<file path="src/hdl/cdq_pkg.sv">
// ----------------------------------------------------------------------------
// cdq_pkg
// Shared types and constants for the circular deque: action and status codes,
// cell operations and the control word that is broadcast along the cell row.
// ----------------------------------------------------------------------------
package cdq_pkg;

  // Default number of entries.
  localparam int DEPTH_DEF = 8;

  // Field widths fixed by the item formats.
  localparam int ACT_W  = 3;
  localparam int DATA_W = 32;
  localparam int POS_W  = 3;
  localparam int ST_W   = 2;
  localparam int OCC_W  = 4;

  // Number of positions the position field can address.
  localparam int POS_N = 1 << POS_W;

  // Action codes carried by an input item.
  typedef enum logic [ACT_W-1:0] {
    ACT_PUSH_REAR  = 3'd0,
    ACT_PUSH_FRONT = 3'd1,
    ACT_POP_FRONT  = 3'd2,
    ACT_POP_REAR   = 3'd3,
    ACT_MODIFY     = 3'd4
  } cdq_action_t;

  // Status codes returned with every result item.
  typedef logic [ST_W-1:0] cdq_status_t;
  localparam cdq_status_t ST_OK    = 2'd0;
  localparam cdq_status_t ST_FULL  = 2'd1;
  localparam cdq_status_t ST_EMPTY = 2'd2;
  localparam cdq_status_t ST_RANGE = 2'd3;

  // Operation applied by every cell of the row.
  typedef enum logic [2:0] {
    OP_HOLD,
    OP_PUSH_REAR,
    OP_PUSH_FRONT,
    OP_POP_FRONT,
    OP_POP_REAR,
    OP_MODIFY
  } cdq_op_t;

  // Control word broadcast to the whole row.
  typedef struct packed {
    cdq_op_t                  op;
    logic signed [DATA_W-1:0] value;
  } cdq_ctrl_t;

endpackage

</file>
<file path="src/hdl/cdq_if.sv">
// ----------------------------------------------------------------------------
// cdq_in_if / cdq_out_if
// Valid/ready channels for deque input items and result items.
// ----------------------------------------------------------------------------
interface cdq_in_if
  import cdq_pkg::*;
  ();
  logic                     valid;
  logic                     ready;
  logic [ACT_W-1:0]         action;
  logic signed [DATA_W-1:0] item_value;
  logic [POS_W-1:0]         position;

  modport source (output valid, action, item_value, position, input ready);
  modport sink   (input valid, action, item_value, position, output ready);
endinterface

interface cdq_out_if
  import cdq_pkg::*;
  ();
  logic                     valid;
  logic                     ready;
  logic [ST_W-1:0]          status;
  logic signed [DATA_W-1:0] popped_value;
  logic [OCC_W-1:0]         occupancy;

  modport source (output valid, status, popped_value, occupancy, input ready);
  modport sink   (input valid, status, popped_value, occupancy, output ready);
endinterface

</file>
<file path="src/hdl/cdq_cell.sv">
// ----------------------------------------------------------------------------
// cdq_cell
// One slot of the deque row. Cell i holds the entry i places behind the
// front; pushes and pops at the front shift the whole row by one cell.
// ----------------------------------------------------------------------------
module cdq_cell
  import cdq_pkg::*;
(
  input  logic                     clk,
  input  logic                     rst_n,
  input  cdq_ctrl_t                ctrl,
  input  logic                     mod_sel,
  input  logic                     left_valid,
  input  logic signed [DATA_W-1:0] left_data,
  input  logic                     right_valid,
  input  logic signed [DATA_W-1:0] right_data,
  output logic                     valid_o,
  output logic signed [DATA_W-1:0] data_o,
  output logic                     rear_o
);

  logic                     valid_r;
  logic                     valid_nxt;
  logic signed [DATA_W-1:0] data_r;
  logic signed [DATA_W-1:0] data_nxt;

  // Next contents of this slot for the broadcast operation.
  always_comb begin
    valid_nxt = valid_r;
    data_nxt  = data_r;
    case (ctrl.op)
      OP_PUSH_FRONT: begin
        valid_nxt = left_valid;
        data_nxt  = left_data;
      end
      OP_POP_FRONT: begin
        valid_nxt = right_valid;
        data_nxt  = right_data;
      end
      OP_PUSH_REAR: begin
        // The first empty slot takes the new entry.
        if (!valid_r && left_valid) begin
          valid_nxt = 1'b1;
          data_nxt  = ctrl.value;
        end
      end
      OP_POP_REAR: begin
        if (rear_o) begin
          valid_nxt = 1'b0;
        end
      end
      OP_MODIFY: begin
        if (mod_sel) begin
          data_nxt = ctrl.value;
        end
      end
      default: begin
      end
    endcase
  end

  // Occupancy flag is reset; the entry itself is only read while held.
  always_ff @(posedge clk) begin
    if (!rst_n) begin
      valid_r <= 1'b0;
    end else begin
      valid_r <= valid_nxt;
    end
  end

  always_ff @(posedge clk) begin
    data_r <= data_nxt;
  end

  assign valid_o = valid_r;
  assign data_o  = data_r;
  assign rear_o  = valid_r && !right_valid;

endmodule

</file>
<file path="src/hdl/circular_deque_top.sv">
// A result item is registered and valid in the cycle after its input is taken.
// Throughput: one item per cycle; an item is taken whenever the result
// register is empty or is being read in the same cycle.
// Each item is applied by the whole row of DEPTH cells together.
// Reset (synchronous, active low) empties the deque and the result register.
// ----------------------------------------------------------------------------
// circular_deque_top
// Double-ended queue of DEPTH entries built as a row of shifting cells, with
// push and pop at both ends and in-place overwrite by offset from the front.
// ----------------------------------------------------------------------------
module circular_deque_top
  import cdq_pkg::*;
#(
  parameter int DEPTH = DEPTH_DEF
) (
  input  logic      clk,
  input  logic      rst_n,
  cdq_in_if.sink    in_ch,
  cdq_out_if.source out_ch
);

  localparam int CNT_W = $clog2(DEPTH + 1);

  logic [DEPTH-1:0]         cell_valid;
  logic [DEPTH-1:0]         cell_rear;
  logic [DEPTH-1:0]         mod_sel;
  logic signed [DATA_W-1:0] cell_data [DEPTH];

  cdq_ctrl_t                ctrl;
  cdq_status_t              status_nxt;
  logic signed [DATA_W-1:0] popped_nxt;
  logic signed [DATA_W-1:0] rear_data;
  logic [CNT_W-1:0]         count_r;
  logic [CNT_W-1:0]         count_nxt;
  logic                     in_accept;
  logic                     is_full;
  logic                     is_empty;
  logic                     pos_held;

  logic                     out_valid_r;
  cdq_status_t              status_r;
  logic signed [DATA_W-1:0] popped_r;
  logic [OCC_W-1:0]         occ_r;

  // Input is taken whenever the result register is free or being drained.
  assign in_ch.ready = !out_valid_r || out_ch.ready;
  assign in_accept   = in_ch.valid && in_ch.ready;

  assign is_full  = cell_valid[DEPTH-1];
  assign is_empty = !cell_valid[0];
  assign pos_held = |(mod_sel & cell_valid);

  // Offset decode for modify; only the first POS_N cells can be addressed.
  for (genvar i = 0; i < DEPTH; i++) begin : g_sel
    if (i < POS_N) begin : g_addr
      assign mod_sel[i] = (in_ch.position == POS_W'(i));
    end else begin : g_none
      assign mod_sel[i] = 1'b0;
    end
  end

  // The rear cell is the only one flagged; gather its entry.
  always_comb begin
    rear_data = '0;
    for (int i = 0; i < DEPTH; i++) begin
      rear_data = rear_data | (cell_data[i] & {DATA_W{cell_rear[i]}});
    end
  end

  // Decode the action into a row operation, status and popped value.
  always_comb begin
    ctrl.op    = OP_HOLD;
    ctrl.value = in_ch.item_value;
    status_nxt = ST_OK;
    popped_nxt = '0;
    count_nxt  = count_r;
    case (in_ch.action)
      ACT_PUSH_REAR: begin
        if (is_full) begin
          status_nxt = ST_FULL;
        end else begin
          ctrl.op   = OP_PUSH_REAR;
          count_nxt = count_r + CNT_W'(1);
        end
      end
      ACT_PUSH_FRONT: begin
        if (is_full) begin
          status_nxt = ST_FULL;
        end else begin
          ctrl.op   = OP_PUSH_FRONT;
          count_nxt = count_r + CNT_W'(1);
        end
      end
      ACT_POP_FRONT: begin
        if (is_empty) begin
          status_nxt = ST_EMPTY;
        end else begin
          ctrl.op    = OP_POP_FRONT;
          popped_nxt = cell_data[0];
          count_nxt  = count_r - CNT_W'(1);
        end
      end
      ACT_POP_REAR: begin
        if (is_empty) begin
          status_nxt = ST_EMPTY;
        end else begin
          ctrl.op    = OP_POP_REAR;
          popped_nxt = rear_data;
          count_nxt  = count_r - CNT_W'(1);
        end
      end
      ACT_MODIFY: begin
        if (is_empty) begin
          status_nxt = ST_EMPTY;
        end else if (!pos_held) begin
          status_nxt = ST_RANGE;
        end else begin
          ctrl.op = OP_MODIFY;
        end
      end
      default: begin
      end
    endcase
    if (!in_accept) begin
      ctrl.op = OP_HOLD;
    end
  end

  // The row of cells; the front cell takes a front push from the input.
  for (genvar i = 0; i < DEPTH; i++) begin : g_cell
    logic                     lv;
    logic signed [DATA_W-1:0] ld;
    logic                     rv;
    logic signed [DATA_W-1:0] rd;

    if (i == 0) begin : g_front
      assign lv = 1'b1;
      assign ld = in_ch.item_value;
    end else begin : g_inner_l
      assign lv = cell_valid[i-1];
      assign ld = cell_data[i-1];
    end

    if (i == DEPTH - 1) begin : g_back
      assign rv = 1'b0;
      assign rd = '0;
    end else begin : g_inner_r
      assign rv = cell_valid[i+1];
      assign rd = cell_data[i+1];
    end

    cdq_cell u_cell (
      .clk         (clk),
      .rst_n       (rst_n),
      .ctrl        (ctrl),
      .mod_sel     (mod_sel[i]),
      .left_valid  (lv),
      .left_data   (ld),
      .right_valid (rv),
      .right_data  (rd),
      .valid_o     (cell_valid[i]),
      .data_o      (cell_data[i]),
      .rear_o      (cell_rear[i])
    );
  end

  // Entry count and result register.
  always_ff @(posedge clk) begin
    if (!rst_n) begin
      count_r     <= '0;
      out_valid_r <= 1'b0;
    end else begin
      if (in_accept) begin
        count_r     <= count_nxt;
        out_valid_r <= 1'b1;
      end else if (out_ch.ready) begin
        out_valid_r <= 1'b0;
      end
    end
  end

  always_ff @(posedge clk) begin
    if (in_accept) begin
      status_r <= status_nxt;
      popped_r <= popped_nxt;
      occ_r    <= OCC_W'(count_nxt);
    end
  end

  assign out_ch.valid        = out_valid_r;
  assign out_ch.status       = status_r;
  assign out_ch.popped_value = popped_r;
  assign out_ch.occupancy    = occ_r;

`ifndef NO_ASSERTIONS
  // The count always matches the number of held cells.
  a_count_match: assert property (@(posedge clk) disable iff (!rst_n)
    count_r == CNT_W'($countones(cell_valid)))
    else $error("entry count differs from held cells");

  // Held cells form one contiguous run from the front: at most one rear.
  a_one_rear: assert property (@(posedge clk) disable iff (!rst_n)
    $onehot0(cell_rear))
    else $error("more than one rear cell");

  // Rejected items carry a zero popped value.
  a_pop_zero: assert property (@(posedge clk) disable iff (!rst_n)
    out_valid_r && status_r != ST_OK |-> popped_r == '0)
    else $error("nonzero popped value on a rejected item");

  // A stalled result blocks new items.
  a_stall: assert property (@(posedge clk) disable iff (!rst_n)
    out_valid_r && !out_ch.ready |-> !in_ch.ready)
    else $error("item taken while result is stalled");
`endif

endmodule

</file>
<file path="src/flat_wrapper.sv">
// flat-port wrapper written by rule: the top's interface ports become plain ports
module circular_deque_top_flat import cdq_pkg::*;
#(
  parameter int DEPTH = DEPTH_DEF
)
  (clk, rst_n, in_ch_valid, in_ch_action, in_ch_item_value, in_ch_position, in_ch_ready, out_ch_valid, out_ch_status, out_ch_popped_value, out_ch_occupancy, out_ch_ready);
  cdq_in_if in_ch_i ();
  cdq_out_if out_ch_i ();
  input  logic clk;
  input  logic rst_n;
  input wire logic [$bits(in_ch_i.valid)-1:0] in_ch_valid;
  input wire logic [$bits(in_ch_i.action)-1:0] in_ch_action;
  input wire logic [$bits(in_ch_i.item_value)-1:0] in_ch_item_value;
  input wire logic [$bits(in_ch_i.position)-1:0] in_ch_position;
  output wire logic [$bits(in_ch_i.ready)-1:0] in_ch_ready;
  output wire logic [$bits(out_ch_i.valid)-1:0] out_ch_valid;
  output wire logic [$bits(out_ch_i.status)-1:0] out_ch_status;
  output wire logic [$bits(out_ch_i.popped_value)-1:0] out_ch_popped_value;
  output wire logic [$bits(out_ch_i.occupancy)-1:0] out_ch_occupancy;
  input wire logic [$bits(out_ch_i.ready)-1:0] out_ch_ready;
  assign in_ch_i.valid = in_ch_valid;
  assign in_ch_i.action = in_ch_action;
  assign in_ch_i.item_value = in_ch_item_value;
  assign in_ch_i.position = in_ch_position;
  assign in_ch_ready = in_ch_i.ready;
  assign out_ch_valid = out_ch_i.valid;
  assign out_ch_status = out_ch_i.status;
  assign out_ch_popped_value = out_ch_i.popped_value;
  assign out_ch_occupancy = out_ch_i.occupancy;
  assign out_ch_i.ready = out_ch_ready;
  circular_deque_top #(.DEPTH(DEPTH)) u_core (.clk(clk), .rst_n(rst_n), .in_ch(in_ch_i), .out_ch(out_ch_i));
endmodule
</file>
<file path="config.mk">
export PLATFORM = sky130hd
export DESIGN_NAME = circular_deque_top_flat
export DESIGN_NICKNAME = d
export VERILOG_FILES = /design/src/hdl/cdq_pkg.sv /design/src/hdl/cdq_if.sv /design/src/hdl/cdq_cell.sv /design/src/hdl/circular_deque_top.sv /design/src/flat_wrapper.sv
export SDC_FILE = /design/constraint.sdc
export NUM_CORES = 1
export LEC_CHECK = 0
export ABC_AREA = 0
export BUFFER_PORTS_ARGS = -buffer_cell sky130_fd_sc_hd__buf_2
export CAP_MARGIN = 10
export CELL_PAD_IN_SITES_DETAIL_PLACEMENT = 1
export CELL_PAD_IN_SITES_GLOBAL_PLACEMENT = 1
export CORE_ASPECT_RATIO = 1.25
export CORE_UTILIZATION = 50
export CTS_BUF_LIST = sky130_fd_sc_hd__clkbuf_2
export DETAILED_ROUTE_END_ITERATION = 7
export PLACE_DENSITY_LB_ADDON = 0.1
export SYNTH_ARGS = -nofsm -noshare
export SYNTH_HDL_FRONTEND = slang
export SYNTH_SLANG_ARGS = --single-unit
export TNS_END_PERCENT = 20
</file>
<file path="constraint.sdc">
create_clock -name clk -period 8.5 [get_ports clk]
set_clock_uncertainty 0.15 [all_clocks]
set_input_delay 0 -clock clk [delete_from_list [all_inputs] [get_ports clk]]
set_output_delay 0 -clock clk [all_outputs]
set_load 0.005 [all_outputs]
</file>
==> run metrics <==
final setup TNS=0 ns; max incr delay on CP=0.88 ns; RSZ-0062 raised after global routing=no; post-synth cell types=54; final slew viol count=0; Max Clock Freq=0.206 GHz; register area=9090 µm²; Fill cells=3355; max cap viols=0; GRT Overall Usage=31.7%; leakage=7.01 nW; clk sink count=307; clock slew at reported path FFs=0.12 ns; detailed-route DRC error count=0; CP max-delay cell=nor3_2; fin nets=1451; routability cong.=0.775; slew margin rel.=10.7%; Total Wirelength=54100 µm; clock latency on the worst-skew pair=0.94 ns; chip width=165 µm; FF-to-FF setup slack=3.65 ns; post-synthesis sequential area ratio=54.7%; row cnt=74; Max H-tree Level=3; Crit Path Max Fanout=147; pwr dens=168 nW/µm²; Multi-input gate area=6950 µm²; # IOs=82; Via density=7.40; final non-filler cell total=1891; initial DRC count=1828; period utilisation layout=57.1%; routed vias=14000; Slew @ Worst Pin=1.34 ns; CTS tree=yes; dpl cells=1649; CP Capture Type=register; Die Span Y=206 µm; Hold Fails Final Rpt=0; grt ovf=0; DRT Pass-1 Iters=6; Final min period=4.85 ns; Worst Reg-to-Reg Cells=6; Post-DP HPWL=26100 µm; Peak supply drop=105 µV; worst hold path class=input pin to register; Root Driver=clkbuf_2; Top FF cell, synth=edfxtp_1; Routed Antenna Nets=0; TritonCTS Buffers=80; Layout area overhead=13.7%; worst-case clock buffer depth=3; average wire per standard cell=28.6 µm; synthesized flop and latch total=307; Worst Setup Start Kind=register; run status=completed; vias in the first global route=13700; Worst EP arrival=5.34 ns; die area=34000 µm²; Port Buffers=81; first-pass GRT wire length=81400 µm; share of cells above drive strength 1=20.2%; synthesized cell area=16600 µm²; Synthesized Nets=1343; ys async rst share=0%; Post-synth EDFFs=294; Post-CTS Setup Inserts=0; hold depth=4; initial core utilization=50.8%; worst-path cell chain=nand2_1 -> nor3_2 -> buf_4 -> and2_4 -> buf_12 -> mux2_2; endpoints failing setup=0; Synth Warn #=0; total core area=32700 µm²; cells after synthesis=1299; antenna violations before repair=3; Avg Inst Size Synth=12.8 µm²; largest net degree at the start of global routing=225; Req. time, crit path=8.99 ns; Crit Path Class=register to register
==> logic make-up after synthesis <==
family	share of synthesized area (%)
buffers and inverters	4.53
DFF	54.7
AOI/OAI and AO/OA	34.1
muxes	2.42
adders and majority gates	0.151
xor gates and xnor gates	0.316
and+or+nand+nor	3.80
==> placed cells by master, fill, tap and decap left out, types with 3 or more instances in the layout <==
master,Yosys,layout
a211oi_4,1,7
a21boi_0,3,3
a21o_1,3,3
a21oi_1,12,12
a221o_1,192,192
a221oi_1,33,32
a22o_1,288,288
a22oi_1,65,65
and2_1,5,4
buf_12,0,3
buf_2,37,81
buf_4,4,23
clkbuf_2,0,120
clkinv_1,0,18
dfxtp_1,13,12
diode_2,0,5
dlygate4sd3_1,0,94
edfxtp_1,294,294
inv_1,7,7
inv_2,2,5
mux2_2,33,33
mux2i_1,3,3
nand2_1,24,23
nand3_1,36,36
nand4_1,4,4
nor2_1,20,19
nor2b_1,11,4
nor2b_4,0,7
nor3_1,14,12
nor3_2,1,3
o211a_1,3,3
o21ai_0,14,14
xor2_1,4,4
==> where the power goes <==
part | internal [mW] | switching [mW] | leakage [nW]
Sequential | 1.71 | 0.0374 | 2.78
Clock | 0.374 | 0.653 | 0.547
Combinational | 0.176 | 0.230 | 3.68
Total | 2.25 | 0.919 | 7.01
==> Yosys cell counts, drive strengths merged, types with 2 or more instances <==
cell type  count  area share, %
nor2b         11           0.41
nand2b         2          0.075
a21boi         3           0.14
ha             2           0.15
a221oi        33            1.7
a21o           3           0.14
mux2          33            2.2
nand2         24           0.54
and3           3           0.11
xnor2          2           0.11
and2           6           0.23
a21oi         12           0.36
o211a          3           0.18
a22o         288             15
o221a          2           0.14
o21ai         16           0.48
nand3         36            1.1
inv            9           0.20
edfxtp       294             53
mux2i          3           0.18
nor2          20           0.45
a211oi         9           0.48
nor3          15           0.48
buf           80            2.2
nand4          4           0.15
a22oi         65            2.9
clkbuf        95            2.1
xor2           4           0.21
dfxtp         13            1.6
a221o        192             12
==> per-stage QoR <==
stage | total power, mW | area, µm² | setup slack, ns | hold WS, ns | utilization (%)
floorplan | 2.02 | 16600 | 3.98 | -0.00635 | -
global placement | 2.13 | 17200 | 3.89 | 0.157 | 52.7
detailed placement | 2.14 | 17200 | 3.82 | 0.179 | 52.7
CTS | 3.20 | 18900 | 3.75 | 0.0386 | 57.7
global route | 3.31 | 18900 | 3.48 | 0.112 | 57.8
finish | 3.17 | 18900 | 3.65 | 0.144 | 57.8
==> registers in the layout, summed over array words and instances (netlist names) <==
signal                        count
u_core.out_ch.status              2
u_core.g_cell.u_cell.valid_o      8
u_core.g_cell.u_cell.data_o     256
u_core.count_r                    4
u_core.out_ch.popped_value       32
u_core.out_ch.valid               1
u_core.out_ch.occupancy           4
==> path summary, 6_finish.rpt <==
| path | from | end |
|---|---|---|
| worst min-delay path | in_ch_position[1] | u_core.g_cell[0].u_cell.data_o[8] |
| worst min register to register | u_core.g_cell[6].u_cell.data_o[5] | u_core.g_cell[7].u_cell.data_o[5] |
| worst max-delay path | u_core.g_cell[0].u_cell.valid_o | u_core.g_cell[0].u_cell.data_o[26] |
| worst max register to register | u_core.g_cell[0].u_cell.valid_o | u_core.g_cell[0].u_cell.data_o[26] |
==> timing repair <==
action	4_1_cts	5_1_grt
resized for setup	0	0
hold endpoints to repair	538	0
hold buffers	94	0
==> final cells by class <==
cell class	count	share of cell area, %
repair buffers	201	8.36
flip-flops and latches	307	48.1
diodes	5	0.0663
clock buffers	120	3.18
multi-input cells	808	36.8
well taps	418	2.77
inverters	9	0.179
clock inverters	23	0.471
==> layer usage <==
metal / global-route usage [%] / routed length, µm / vias up
li1: - / - / 5896
met1: 43.9 / 22200 / 7203
met2: 49.3 / 25800 / 774
met3: 5.76 / 4600 / 123
met4: 11.9 / 1430 / 0
met5: 0 / 0 / -
==> worst max-delay path, delay by kind of cell (launching register included) <==
family                 cells  cell delay, ns
multiplexers               1            0.41
AND/OR/NAND/NOR            3            1.96
flip-flops                 1            0.71
buffers and inverters      2            1.16
(Power assumes the default switching activity.)
